[config.mk]
export PLATFORM = sky130hd
export DESIGN_NAME = rdz_div_pipe
export DESIGN_NICKNAME = d
export VERILOG_FILES = /design/src/rtl/radial_deadzone_rescale_unit_defines.svh /design/src/rtl/rdz_div_pipe.sv
export SDC_FILE = /design/constraint.sdc
export NUM_CORES = 1
export LEC_CHECK = 0
export BUFFER_PORTS_ARGS = -buffer_cell sky130_fd_sc_hd__buf_2
export CORE_AREA = 2 2 284 202
export CTS_CLUSTER_DIAMETER = 100
export DETAILED_ROUTE_END_ITERATION = 6
export DIE_AREA = 0 0 286 204
export PLACE_DENSITY = 0.71
export SYNTH_ARGS = -nofsm -noshare
export SYNTH_HDL_FRONTEND = slang
export SYNTH_SLANG_ARGS = --single-unit
[constraint.sdc]
create_clock -name clk -period 9 [get_ports clk]
set_input_delay 1.8 -clock clk [delete_from_list [all_inputs] [get_ports clk]]
set_output_delay 1.8 -clock clk [all_outputs]
set_load 0.02 [all_outputs]
[src/rtl/radial_deadzone_rescale_unit_defines.svh]
// ----------------------------------------------------------------------------
// radial deadzone rescale unit: assertion macros
// shared property forms for the checks at the end of the top-level one of the rtl modules
// ----------------------------------------------------------------------------
`ifndef RADIAL_DEADZONE_RESCALE_UNIT_DEFINES_SVH
`define RADIAL_DEADZONE_RESCALE_UNIT_DEFINES_SVH

// same-cycle implication, checked out of reset
`define RDZ_ASSERT_IMP(lbl, ante, cons) \
    lbl: assert property (@(posedge clk) disable iff (!rst_n) (ante) |-> (cons)) \
        else $error("rdz assertion failed");

// next-cycle implication, checked out of reset
`define RDZ_ASSERT_NEXT(lbl, ante, cons) \
    lbl: assert property (@(posedge clk) disable iff (!rst_n) (ante) |=> (cons)) \
        else $error("rdz assertion failed");

`endif

[src/rtl/rdz_div_pipe.sv]
// ----------------------------------------------------------------------------
// rdz_div_pipe
// restoring divider, one quotient bit per stage, lanes sharing one divisor
// ----------------------------------------------------------------------------
module rdz_div_pipe #(
    parameter int LANES  = 1,
    parameter int STEPS  = 14,
    parameter int DEN_W  = 15,
    parameter int SIDE_W = 1
) (
    input  logic                              clk,
    input  logic                              rst_n,
    input  logic                              en,
    input  logic                              num_valid,
    input  logic [LANES-1:0][DEN_W-1:0]       num_rem,
    input  logic [LANES-1:0][STEPS-1:0]       num_low,
    input  logic [DEN_W-1:0]                  den,
    input  logic [SIDE_W-1:0]                 num_side,
    output logic                              quot_valid,
    output logic [LANES-1:0][STEPS-1:0]       quot,
    output logic [SIDE_W-1:0]                 quot_side
);
    logic                        v_q    [STEPS];
    logic [LANES-1:0][DEN_W-1:0] rem_q  [STEPS];
    logic [LANES-1:0][STEPS-1:0] low_q  [STEPS];
    logic [LANES-1:0][STEPS-1:0] q_q    [STEPS];
    logic [DEN_W-1:0]            den_q  [STEPS];
    logic [SIDE_W-1:0]           side_q [STEPS];

    for (genvar k = 0; k < STEPS; k++)
    begin : g_step
        logic                        v_in;
        logic [LANES-1:0][DEN_W-1:0] rem_in;
        logic [LANES-1:0][STEPS-1:0] low_in;
        logic [LANES-1:0][STEPS-1:0] q_in;
        logic [DEN_W-1:0]            den_in;
        logic [SIDE_W-1:0]           side_in;
        logic [LANES-1:0][DEN_W-1:0] rem_next;
        logic [LANES-1:0][STEPS-1:0] q_next;
        logic                        v_reg;
        logic [LANES-1:0][DEN_W-1:0] rem_reg;
        logic [LANES-1:0][STEPS-1:0] low_reg;
        logic [LANES-1:0][STEPS-1:0] q_reg;
        logic [DEN_W-1:0]            den_reg;
        logic [SIDE_W-1:0]           side_reg;

        if (k == 0)
        begin : g_first
            assign v_in    = num_valid;
            assign rem_in  = num_rem;
            assign low_in  = num_low;
            assign q_in    = '0;
            assign den_in  = den;
            assign side_in = num_side;
        end
        else
        begin : g_rest
            assign v_in    = v_q[k-1];
            assign rem_in  = rem_q[k-1];
            assign low_in  = low_q[k-1];
            assign q_in    = q_q[k-1];
            assign den_in  = den_q[k-1];
            assign side_in = side_q[k-1];
        end

        always_comb
        begin
            logic [DEN_W:0] shifted;
            logic           ge;
            for (int l = 0; l < LANES; l++)
            begin
                shifted     = {rem_in[l], low_in[l][STEPS-1-k]};
                ge          = (shifted >= {1'b0, den_in});
                rem_next[l] = ge ? DEN_W'(shifted - {1'b0, den_in}) : DEN_W'(shifted);
                q_next[l]   = {q_in[l][STEPS-2:0], ge};
            end
        end

        always_ff @(posedge clk or negedge rst_n)
        begin
            if (!rst_n)
            begin
                v_reg <= 1'b0;
            end
            else if (en)
            begin
                v_reg <= v_in;
            end
        end

        always_ff @(posedge clk)
        begin
            if (en)
            begin
                rem_reg  <= rem_next;
                low_reg  <= low_in;
                q_reg    <= q_next;
                den_reg  <= den_in;
                side_reg <= side_in;
            end
        end

        assign v_q[k]    = v_reg;
        assign rem_q[k]  = rem_reg;
        assign low_q[k]  = low_reg;
        assign q_q[k]    = q_reg;
        assign den_q[k]  = den_reg;
        assign side_q[k] = side_reg;
    end

    assign quot_valid = v_q[STEPS-1];
    assign quot       = q_q[STEPS-1];
    assign quot_side  = side_q[STEPS-1];

endmodule

==> results.tsv <==
metric	value	unit
DRT iter0 DRCs	1870	
Tightest Pin Transition	1210	ps
Async SR Flop Fraction	2.28	%
status	finished, final reports clean	
Setup TNS	0	ps
CP cell instances	buf_2, inv_1, ha_1, fa_1, nand2b_1, a21oi_1, o21ai_0, a31oi_1, nor3_2, buf_4, and2_1, a31o_2	
Port Buffers	64	
layout cells sized above 1	12.8	%
ant diodes	0	
Clk Latency, worst-skew pair	620	ps
max-cap viol count	0	
P_leak	13.8	nW
# setup viols final	0	
first-pass GRT wire length	98600	um
Clock Tree Buf Depth	3	
Worst VDD drop	0.000160	V
critical path type	in -> reg	
Setup Buffers After CTS	0	
post-layout min period	3950	ps
post-place setup slack	4500	ps
flop2flop setup slack	5230	ps
Post-synth EDFFs	600	
final period utilization	43.9	%
crit path max fanout	27	
WL final	61700	um
register bit count reported by yosys	614	
Pre-antenna DRT Iters	5	
WP data arrival	4320	ps
Final Max Slew Viols	0	
Worst path slowest cell	fa_1	
unrepaired setup endpoints after global routing	false	
Clock Sinks	614	
total grt overflow	0	
Yosys top cell by area	edfxtp_1	
fin util	61.8	%
syn avg cell area	12.8	um2
met2 WL post-DR	23300	um
clock slew at reported path FFs	60	ps
Worst Setup EP	g_step[0].rem_reg[11]$_DFFE_PP_	
fmax	0.253	GHz
io pins	65	
metal1 wirelength	32600	um
crit path from	num_low[13]	
WP data required	9370	ps
initial antenna violation count	0	
top sig layer	met4	
top_reg_cell synth	edfxtp_1	
Syn Nets	2726	
ANT nets after route	0	
Gate Count Post-Synth	2454	
Final HPWL DP	43900	um
CTS tree	done	
DP Cell Count	3247	
total number of yosys warnings	0	
final setup skew	19.0	ps
CTS resizes	0	
Post-Layout Cell Count	3358	
Clock Tree Root	clkbuf_16	
Worst Hold Class	reg -> reg	
Yosys cell types	78	
startpoint types	input port	
setup ws final	5050	ps
H-tree Lvls	2	
Wirelength per Cell	18.4	um
Final nets	2831	
R2R Path Start	g_step[1].den_reg[0]$_DFFE_PP_	
routed via count	19300	
fill count	4302	
initial core utilization	56.0	%
Residual DRC	0	
row count	73	
number of global-route vias before repair	18200	
top cell type's share of synthesized area	57.6	%
PD cells	338	mW/mm2
synth top area cells	edfxtp_1, ha_1, mux2_2	
Largest stage delay, worst path	410	ps
Reg2Reg Capture Point	g_step[2].rem_reg[10]$_DFFE_PP_	
Power, Total	11.7	mW
relative slew slack	19.1	%
Synth Cell Area	0.0313	mm2
gr usage total	21.1	%
Final Hold Fails	0	
Placer Congestion	0.934	
Layout area overhead	10.4	%
cts-stage hold buffer count	0	
Seq/Total Area, Yosys	58.7	%
met3 wire length	5010	um
critical path endpoint category	flop	
Core Box Area	0.0559	mm2
Reg2Reg Depth	8	
Vias per Instance	5.76	
TritonCTS buffer count	60	
Die X	286	um
Die Y	204	um
Die Footprint	0.0583	mm2
pin count of the biggest net entering global routing	181	
synth_stat cells, drive strengths merged (10+ instances only):
master  instances
a31oi          27
a211oi         20
buf            12
a21o           46
o31a           12
nand2         141
edfxtp        600
nor2          104
xnor2          79
o211ai         14
nor2b          33
o21ai         142
nand4          21
or3            11
mux2i          24
o31ai          16
a21oi         133
a211o          10
and3           16
clkbuf         20
ha            210
nand2b         38
dfrtp          14
nand3          26
xor2           42
o21a           45
nand3b         10
mux2          126
fa             13
inv           278
nor3           41
how the worst min path moves through the flow:
stage                              startpoint  cells after the start                              to
6_report         g_step[1].q_reg[0]$_DFFE_PP_                      0    g_step[2].q_reg[1]$_DFFE_PP_
5_1_grt          g_step[1].q_reg[1]$_DFFE_PP_                      0    g_step[2].q_reg[2]$_DFFE_PP_
4_1_cts          g_step[1].q_reg[1]$_DFFE_PP_                      0    g_step[2].q_reg[2]$_DFFE_PP_
3_5_place_dp   g_step[0].low_reg[5]$_DFFE_PP_                      0  g_step[1].low_reg[5]$_DFFE_PP_
3_3_place_gp     g_step[4].q_reg[0]$_DFFE_PP_                      0    g_step[5].q_reg[1]$_DFFE_PP_
2_1_floorplan  g_step[8].low_reg[0]$_DFFE_PP_                      0  g_step[10].low_in[0]$_DFFE_PP_
critical path: cells and delay by family:
family	cells	cell delay [ps]
compound gates	4	1120
fa+ha+maj	2	620
buf+inv	3	350
simple gates	3	440
per-layer routing:
layer / global-route usage [%] / vias up
met5: 0 / -
met4: 4.08 / 0
met3: 5.20 / 67
met2: 26.9 / 594
met1: 35.6 / 9321
li1: - / 9355
where the power goes:
group          internal [mW]  leakage (nW)  switching (mW)
combinational           2.14          6.78            2.63
sequential              4.04          6.03           0.298
clock                   1.49         0.975            1.09
total                   7.66          13.8            4.01
cell families (layout without fill, tap and decap cells):
logic type | count (synthesis) | after routing | synth area share (%)
flops | 614 | 614 | 58.7
compound gates | 549 | 549 | 11.6
buf+inv | 310 | 464 | 3.83
fa+ha+maj | 223 | 223 | 9.23
xor+xnor | 121 | 121 | 3.39
simple gates | 487 | 487 | 7.77
mux | 150 | 150 | 5.46
cells in the final DEF, fill, tap and decap left out, types with 38 or more instances in the layout:
cell	instances
edfxtp_1	600
inv_1	278
ha_1	210
nand2_1	141
o21ai_0	139
a21oi_1	132
mux2_2	113
nor2_1	104
xnor2_1	79
clkbuf_16	63
buf_2	63
a21o_1	45
o21a_1	45
xor2_1	42
nor3_1	39
nand2b_1	38
through the flow:
stage,hold WS (ps),instance area (um2)
after floorplan,400,31300
after global placement,401,32500
after detailed placement,405,32500
after CTS,415,34500
after global routing,418,34500
final,412,34500
layout make-up:
cell class	count	area (um2)	share of cell area, %
Multi-Input combinational cell	1530	11700	34.0
Inverter	278	1040	3.02
Clock inverter	39	387	1.12
Clock buffer	72	1630	4.72
Tap cell	750	938	2.72
Timing Repair Buffer	75	438	1.27
Sequential cell	614	18400	53.2
Power figures use the tool's default switching activity.
