===== src/rtl/radial_deadzone_rescale_unit_defines.svh =====
// ----------------------------------------------------------------------------
// radial deadzone rescale unit: assertion macros
// shared property forms for the checks at the end of the top-level one of the rtl modules
// ----------------------------------------------------------------------------
`ifndef RADIAL_DEADZONE_RESCALE_UNIT_DEFINES_SVH
`define RADIAL_DEADZONE_RESCALE_UNIT_DEFINES_SVH

// same-cycle implication, checked out of reset
`define RDZ_ASSERT_IMP(lbl, ante, cons) \
    lbl: assert property (@(posedge clk) disable iff (!rst_n) (ante) |-> (cons)) \
        else $error("rdz assertion failed");

// next-cycle implication, checked out of reset
`define RDZ_ASSERT_NEXT(lbl, ante, cons) \
    lbl: assert property (@(posedge clk) disable iff (!rst_n) (ante) |=> (cons)) \
        else $error("rdz assertion failed");

`endif


===== src/rtl/rdz_pkg.sv =====
// ----------------------------------------------------------------------------
// rdz_pkg
// beat types and fixed widths of the radial deadzone rescale unit
// ----------------------------------------------------------------------------
package rdz_pkg;

    localparam int SAMPLE_W = 16;
    localparam int RADIUS_W = 14;
    localparam int SQ_W     = 32;
    localparam int MAG_W    = 16;

    localparam logic [RADIUS_W-1:0] RADIUS_RESET = 14'd2458;

    typedef struct packed {
        logic signed [SAMPLE_W-1:0] stick_x;
        logic signed [SAMPLE_W-1:0] stick_y;
    } stick_t;

    typedef struct packed {
        logic signed [SAMPLE_W-1:0] out_x;
        logic signed [SAMPLE_W-1:0] out_y;
    } result_t;

    // axis magnitudes, signs and the force-to-zero flag
    typedef struct packed {
        logic [MAG_W-1:0] ax;
        logic [MAG_W-1:0] ay;
        logic             sx;
        logic             sy;
        logic             zero;
    } axes_t;

endpackage


===== src/rtl/rdz_sqrt_pipe.sv =====
// ----------------------------------------------------------------------------
// rdz_sqrt_pipe
// integer square root, one result bit per pipeline stage, with sideband
// ----------------------------------------------------------------------------
module rdz_sqrt_pipe (
    input  logic                      clk,
    input  logic                      rst_n,
    input  logic                      en,
    input  logic                      sq_valid,
    input  logic [rdz_pkg::SQ_W-1:0]  sq,
    input  rdz_pkg::axes_t            sq_side,
    output logic                      root_valid,
    output logic [rdz_pkg::MAG_W-1:0] root,
    output rdz_pkg::axes_t            root_side
);
    import rdz_pkg::*;

    localparam int STEPS = MAG_W;
    localparam int REM_W = MAG_W + 1;
    localparam int TRY_W = MAG_W + 3;

    logic             v_q    [STEPS];
    logic [SQ_W-1:0]  s_q    [STEPS];
    logic [REM_W-1:0] rem_q  [STEPS];
    logic [MAG_W-1:0] root_q [STEPS];
    axes_t            side_q [STEPS];

    for (genvar k = 0; k < STEPS; k++)
    begin : g_step
        logic             v_in;
        logic [SQ_W-1:0]  s_in;
        logic [REM_W-1:0] rem_in;
        logic [MAG_W-1:0] root_in;
        axes_t            side_in;
        logic [TRY_W-1:0] shifted;
        logic [TRY_W-1:0] trial;
        logic             ge;
        logic [REM_W-1:0] rem_next;
        logic [MAG_W-1:0] root_next;
        logic             v_reg;
        logic [SQ_W-1:0]  s_reg;
        logic [REM_W-1:0] rem_reg;
        logic [MAG_W-1:0] root_reg;
        axes_t            side_reg;

        if (k == 0)
        begin : g_first
            assign v_in    = sq_valid;
            assign s_in    = sq;
            assign rem_in  = '0;
            assign root_in = '0;
            assign side_in = sq_side;
        end
        else
        begin : g_rest
            assign v_in    = v_q[k-1];
            assign s_in    = s_q[k-1];
            assign rem_in  = rem_q[k-1];
            assign root_in = root_q[k-1];
            assign side_in = side_q[k-1];
        end

        always_comb
        begin
            shifted   = {rem_in, s_in[2*(STEPS-1-k) +: 2]};
            trial     = {1'b0, root_in, 2'b01};
            ge        = (shifted >= trial);
            rem_next  = ge ? REM_W'(shifted - trial) : REM_W'(shifted);
            root_next = {root_in[MAG_W-2:0], ge};
        end

        always_ff @(posedge clk or negedge rst_n)
        begin
            if (!rst_n)
            begin
                v_reg <= 1'b0;
            end
            else if (en)
            begin
                v_reg <= v_in;
            end
        end

        always_ff @(posedge clk)
        begin
            if (en)
            begin
                s_reg    <= s_in;
                rem_reg  <= rem_next;
                root_reg <= root_next;
                side_reg <= side_in;
            end
        end

        assign v_q[k]    = v_reg;
        assign s_q[k]    = s_reg;
        assign rem_q[k]  = rem_reg;
        assign root_q[k] = root_reg;
        assign side_q[k] = side_reg;
    end

    assign root_valid = v_q[STEPS-1];
    assign root       = root_q[STEPS-1];
    assign root_side  = side_q[STEPS-1];

endmodule


===== config.mk =====
export PLATFORM = sky130hd
export DESIGN_NAME = rdz_sqrt_pipe
export DESIGN_NICKNAME = d
export VERILOG_FILES = /design/src/rtl/radial_deadzone_rescale_unit_defines.svh /design/src/rtl/rdz_pkg.sv /design/src/rtl/rdz_sqrt_pipe.sv
export SDC_FILE = /design/constraint.sdc
export NUM_CORES = 1
export LEC_CHECK = 0
export ABC_CLOCK_PERIOD_IN_PS = 2500
export BUFFER_PORTS_ARGS = -buffer_cell sky130_fd_sc_hd__buf_2
export CORE_ASPECT_RATIO = 1.5
export CORE_MARGIN = 4
export CORE_UTILIZATION = 50
export DETAILED_ROUTE_END_ITERATION = 10
export PLACE_DENSITY = 0.69
export SKIP_CTS_REPAIR_TIMING = 1
export SYNTH_ARGS = -nofsm -noshare
export SYNTH_HDL_FRONTEND = slang
export SYNTH_SLANG_ARGS = --single-unit

===== constraint.sdc =====
create_clock -name clk -period 2.5 [get_ports clk]
set_input_delay 0.5 -clock clk [delete_from_list [all_inputs] [get_ports clk]]
set_output_delay 0.5 -clock clk [all_outputs]
set_load 0.005 [all_outputs]

==> reports/results.txt, run 1 <==
Core area: 0.0915 mm2
First-pass GRT wire length: 126000 um
Initial Util: 50.3%
N_diodes: 0
Dpl ws: -0.283 ns
Period utilization: 106%
R2R depth: 8
Wire length per cell: 17.3 um
Area grow syn2layout: 21.4%
RSZ-0062 raised after global routing: true
CTS tree: built
Syn Nets: 2973
GR Layer Usage met1: 15.2%
Initial antenna violation count: 0
Ratio of cells with drive above 1 in the final layout: 23.4%
Met2 Resource Use GR: 32.6%
Post-synth EDFFs: 1173
Met3 Usage GRT: 2.69%
Total GRT Usage: 16.0%
Nets: 3570
Post-synth cell types: 73
Crit start category: flip-flop
Seq/Total Area, Yosys: 77.4%
CTS Sinks: 1189
Maxcap violations: 0
Hold Crit Start: sq_valid
Root Driver: clkbuf_16
Busiest layer in global routing: met2
Reg-to-Reg End: g_step[14].rem_reg[3]$_DFFE_PP_
Worst Path Required: 2.93 ns
CP max-delay cell: edfxtp_1
Commonest non-fill, non-tap cell in the layout: edfxtp_1
Vias in the first global route: 25423
Vias per std cell: 5.29
Critical path origin: g_step[13].rem_reg[6]$_DFFE_PP_
Post-synth ARST share: 1.35%
Max Buffers Root-to-Sink: 3
Max Slew Vio Count: 0
Leading area contributor after synthesis: edfxtp_1
Cts bufs inserted: 107
Crit-path cells: ha_1 -> nand2_1 -> nor3_1 -> o211a_1 -> o221ai_2 -> o21ai_4 -> clkbuf_16 -> mux2_4
Critical path endpoint: g_step[14].rem_reg[3]$_DFFE_PP_
Final Non-Filler Cells: 4603
DR iter-0 viols: 1085
Total Routed Length: 79800 um
Worst-skew pair later-pin latency: 0.69 ns
H-tree depth: 3
Setup ws final: -0.152 ns
Worst VDD drop: 0.696 mV
Final Hold Fails: 0
Dpl hpwl: 54300 um
Worst rel slew slack: 57.6%
Leak: 0.0211 uW
Die ar.: 0.0971 mm2
Setup Skew: 0.0203 ns
Antenna violation net count after detailed routing: 0
Yosys warning count: 0
Run status: finished with violations
Avg Synthesized Cell Area: 16.7 um2
Final setup fails: 16
Crit Path Class: flip-flop to flip-flop
Post-route setup TNS: -1.72 ns
Mapped cell area: 0.0460 mm2
Hold Path Class: input pin to flip-flop
Fmax: 377 MHz
Most frequent cells in the layout: 1173 x edfxtp_1, 308 x buf_4, 181 x inv_1
Power Density: 837 mW/mm2
Cell count after synthesis: 2750
CP max stage delay: 0.43 ns
Pre-Repair DR Iteration Count: 7
Max reg flops: 490
Synth area leaders: edfxtp_1 77%, ha_1 4.1%, xnor2_1 1.7%
Core Util, Final: 61.0%
CP Capture Type: flip-flop
Crit Path Max Fanout: 7
Final min period: 2.65 ns
Total global routing overflow: 0
CTS clk-pin slew, worst paths: 0.06 ns
Placed Cells incl. Taps: 4312
Die height: 380 um
Worst path arrival time: 3.08 ns
Ys flop type: edfxtp_1
Worst slew pin tran: 0.636 ns
Std cell rows: 136
Synth top area share: 76.5%
I/O Pins: 123
Largest net degree at the start of global routing: 118
Reg-to-reg slack, setup: -0.15 ns
Synth Register Bits: 1189
Port Buffers: 122
Routed via count: 24331
# DRC: 0
DIE WIDTH: 256 um
Failing checks: negative setup slack
GPL Wtd Cong: 0.928
FF-to-FF Start: g_step[13].rem_reg[6]$_DFFE_PP_
-- kinds of logic after synthesis --
group | after synthesis | synth area share, %
other | 1 | 0.00814
and+or+nand+nor | 535 | 6.02
muxes | 62 | 1.48
xor gates and xnor gates | 160 | 3.04
DFF | 1189 | 77.4
AOI/OAI and AO/OA | 422 | 6.04
adders and majority gates | 152 | 4.13
buffers and inverters | 229 | 1.90
-- per-layer routing --
metal	up-vias	wire length [um]
met5	-	0
met4	0	3690
met3	217	2540
met2	478	46800
met1	11931	26800
li1	11705	-
-- worst min-delay path by stage --
stage / slack, ns / cells after the start / end
global route: 0.01 / 2 / g_step[0].v_reg$_DFFE_PN0P_
global placement: 0.40 / 0 / g_step[8].side_reg[21]$_DFFE_PP_
floorplan: 0.20 / 0 / g_step[0].v_reg$_DFFE_PN0P_
CTS: -0.35 / 1 / g_step[13].v_reg$_DFFE_PN0P_
finish: 0.05 / 2 / g_step[0].v_reg$_DFFE_PN0P_
detailed placement: 0.40 / 0 / g_step[10].s_reg[3]$_DFFE_PP_
-- worst max-delay path: cells and delay by family (launching register included) --
kind,cells,cell delay [ns]
compound gates,3,0.68
fa+ha+maj,1,0.40
buf+inv,1,0.21
flops,1,0.43
mux,1,0.29
simple gates,2,0.39
-- cells in the mapped netlist (12+ instances only) --
cell,count
o31ai_1,12
nor4_1,36
a21oi_1,106
or3_1,18
nand4_1,20
dfrtp_1,16
inv_1,185
a31oi_1,13
nand2_1,101
nand2b_1,23
mux2_2,50
nand3_1,37
edfxtp_1,1173
or4_1,12
clkbuf_1,32
nor2_1,135
a211oi_1,17
xor2_1,73
a21o_1,45
o21ai_0,89
mux2i_1,12
nor2b_1,29
nor3_1,54
o21a_1,30
xnor2_1,87
nand4b_1,12
ha_1,152
-- metrics by stage --
step | total power [uW] | instance area [um2] | hold WS [ns]
6_report | 46800 | 55900 | 0.0543
5_1_grt | 49000 | 55900 | 0.0119
4_1_cts | 46800 | 54100 | -0.351
3_5_place_dp | 30700 | 50700 | 0.405
3_3_place_gp | 30500 | 50700 | 0.400
2_1_floorplan | 28100 | 46100 | 0.204
-- power by group --
group	leakage, uW	switching [uW]	total [uW]	internal, uW
Clock	0.00168	6910	15900	8980
Combinational	0.00787	3120	6100	2990
Sequential	0.0115	785	24800	24000
Total	0.0211	10800	46800	36000
-- cell type report --
class / instances / area, um2
clock buffer: 125 / 2770
multi-input combinational: 1332 / 10400
tap: 1173 / 1470
timing repair buffer: 532 / 4250
inverter: 185 / 697
sequential: 1189 / 35600
clock inverter: 67 / 671
fill: 6681 / 35700
Note: power is estimated with default switching activity, not from simulation.
==> run 2: changes to the inputs <==
==> constraint.sdc (replaced) <==
create_clock -name clk -period 2.5 [get_ports clk]
set_input_delay 0 -clock clk [delete_from_list [all_inputs] [get_ports clk]]
set_output_delay 0 -clock clk [all_outputs]
set_load 0.005 [all_outputs]
==> reports/results.txt, run 2 (synthesized netlist as in run 1, its figures left out) <==
Hold Path Class: input pin to flip-flop
Critical path endpoint: g_step[11].rem_reg[4]$_DFFE_PP_
Total global routing overflow: 0 (unchanged)
Crit start category: flip-flop
CTS Sinks: 1189 (unchanged)
Power Density: 836 mW/mm2 (-0.14%)
Commonest non-fill, non-tap cell in the layout: edfxtp_1
Dpl ws: -0.235 ns (+0.0486 ns)
Largest net degree at the start of global routing: 142 (+20%)
FILL cells: 6640 (-0.61%)
Die ar.: 0.0971 mm2 (unchanged)
Register area: 0.0356 mm2 (unchanged)
Total Routed Length: 79400 um (-0.50%)
Area grow syn2layout: 21.9%
Cts bufs inserted: 106 (-0.93%)
Worst VDD drop: 0.666 mV (-4.2%)
CTS clk-pin slew, worst paths: 0.06 ns (about the same)
Final min period: 2.55 ns (-0.100 ns)
Reg-to-reg slack, setup: -0.05 ns (+0.10 ns)
Worst-skew pair later-pin latency: 0.71 ns (+0.02 ns)
I/O Pins: 123 (unchanged)
Crit Path Class: flip-flop to flip-flop
Core area: 0.0915 mm2 (unchanged)
Initial antenna violation count: 0 (unchanged)
GPL Wtd Cong: 0.925 (-0.31%)
Nets: 3586 (+0.45%)
Reg-to-Reg End: g_step[11].rem_reg[4]$_DFFE_PP_
Run status: finished with violations
First-pass GRT wire length: 124000 um (-1.8%)
RSZ-0062 raised after global routing: true
Routed via count: 24330 (-0.0041%)
Failing checks: negative setup slack
Maxcap violations: 0 (unchanged)
FF-to-FF Start: g_step[10].root_reg[6]$_DFFE_PP_
Fmax: 392 MHz (+3.9%)
Ratio of cells with drive above 1 in the final layout: 23.1% (-0.27 points)
Worst slew pin tran: 0.705 ns (+0.0691 ns)
Pre-Repair DR Iteration Count: 5 (-2)
H-tree depth: 3 (unchanged)
CP Capture Type: flip-flop
# DRC: 0 (unchanged)
Vias per std cell: 5.26 (-0.50%)
Dpl hpwl: 53300 um (-1.7%)
Leak: 0.0211 uW (+0.14%)
Crit Path Max Fanout: 8 (+1)
Port Buffers: 122 (unchanged)
Max Slew Vio Count: 0 (unchanged)
CTS tree: built
DR iter-0 viols: 1318 (+21%)
Die height: 380 um (unchanged)
Final Hold Fails: 0 (unchanged)
Power, Total: 46900 uW (+0.30%)
Std cell rows: 136 (unchanged)
Worst rel slew slack: 52.5% (-5.0 points)
Worst Path Required: 2.96 ns (+0.03 ns)
Antenna violation net count after detailed routing: 0 (unchanged)
Wire length per cell: 17.2 um (-0.99%)
Vias in the first global route: 24960 (-1.8%)
Period utilization: 102% (-4.0 points)
DIE WIDTH: 256 um (unchanged)
Most frequent cells in the layout: 1173 x edfxtp_1, 307 x buf_4, 179 x inv_1
R2R depth: 11 (+3)
Worst path arrival time: 3.01 ns (-0.07 ns)
Total GRT Usage: 15.7% (-0.34 points)
Critical path origin: g_step[10].root_reg[6]$_DFFE_PP_
Max reg flops: 490 (unchanged)
Setup Skew: 0.0309 ns (+0.0106 ns)
Post-route setup TNS: -0.551 ns (+1.17 ns)
Multi-input logic area: 0.0105 mm2 (+1.2%)
Root Driver: clkbuf_16
Initial Util: 50.3% (unchanged)
Setup ws final: -0.0522 ns (+0.100 ns)
N_diodes: 0 (unchanged)
Max Buffers Root-to-Sink: 3 (unchanged)
Final setup fails: 21 (+5)
Hold Crit Start: sq[18]
run 2: cell types whose count changed in the layout (fill, tap and decap cells not counted), sizes merged:
cell / previous run / this run
clkinv: 50 / 49
dlygate4sd3: 66 / 89
clkinvlp: 4 / 8
inv: 188 / 189
o21ai: 90 / 91
clkbuf: 126 / 127
buf: 465 / 459
run 2: worst min-delay path by stage:
stage / to / slack (ns) / cells after the start
4_1_cts: g_step[1].v_reg$_DFFE_PN0P_ / -0.83 / 1
2_1_floorplan: g_step[0].v_reg$_DFFE_PN0P_ / -0.30 / 0
5_1_grt: g_step[0].s_reg[4]$_DFFE_PP_ / -0.01 / 2
3_3_place_gp: g_step[0].v_reg$_DFFE_PN0P_ / -0.08 / 1
6_report: g_step[0].s_reg[18]$_DFFE_PP_ / 0.02 / 2
3_5_place_dp: root_valid$_DFFE_PN0P_ / -0.07 / 1
run 2: area by class of cell:
type	count	area share (%)
Sequential cell	1189	63.5
Multi-Input combinational cell	1333	18.8
Timing Repair Buffer	548	7.74
Clock buffer	127	4.94
Tap cell	1173	2.61
Inverter	185	1.24
Clock inverter	71	1.23
run 2: power by group:
| part | total (uW) | switching (uW) | internal, uW |
|---|---|---|---|
| clock | 16000 | 6990 | 9000 |
| combinational | 6160 | 3150 | 3010 |
| sequential | 24800 | 774 | 24000 |
| total | 46900 | 10900 | 36000 |
run 2: metal layers:
layer	global-route usage, %	vias up	share of wire [%]
met5	0	-	0
met4	7.87	0	4.5
met3	2.73	220	3.6
met2	31.0	510	57
met1	15.5	11849	35
li1	-	11751	-
run 2: metrics by stage:
stage / cell area [um2] / instances / hold slack, ns / utilization (%)
6_report: 56100 / 4626 / 0.0235 / 61.3
5_1_grt: 56100 / 4626 / -0.0120 / 61.3
3_5_place_dp: 50500 / 4297 / -0.0701 / 55.2
3_3_place_gp: 50500 / 4297 / -0.0848 / 55.2
4_1_cts: 54000 / 4495 / -0.833 / 58.9
2_1_floorplan: 46100 / 2750 / -0.296 / -
run 2: critical path, cell delays in order (launching register included):
cell       delay [ns]
edfxtp_1         0.42
inv_2            0.10
ha_4             0.21
a21oi_2          0.11
buf_4            0.14
o211ai_1         0.11
a2111oi_1        0.43
buf_4            0.20
o311a_4          0.25
buf_6            0.16
a211oi_2         0.04
a21o_1           0.16
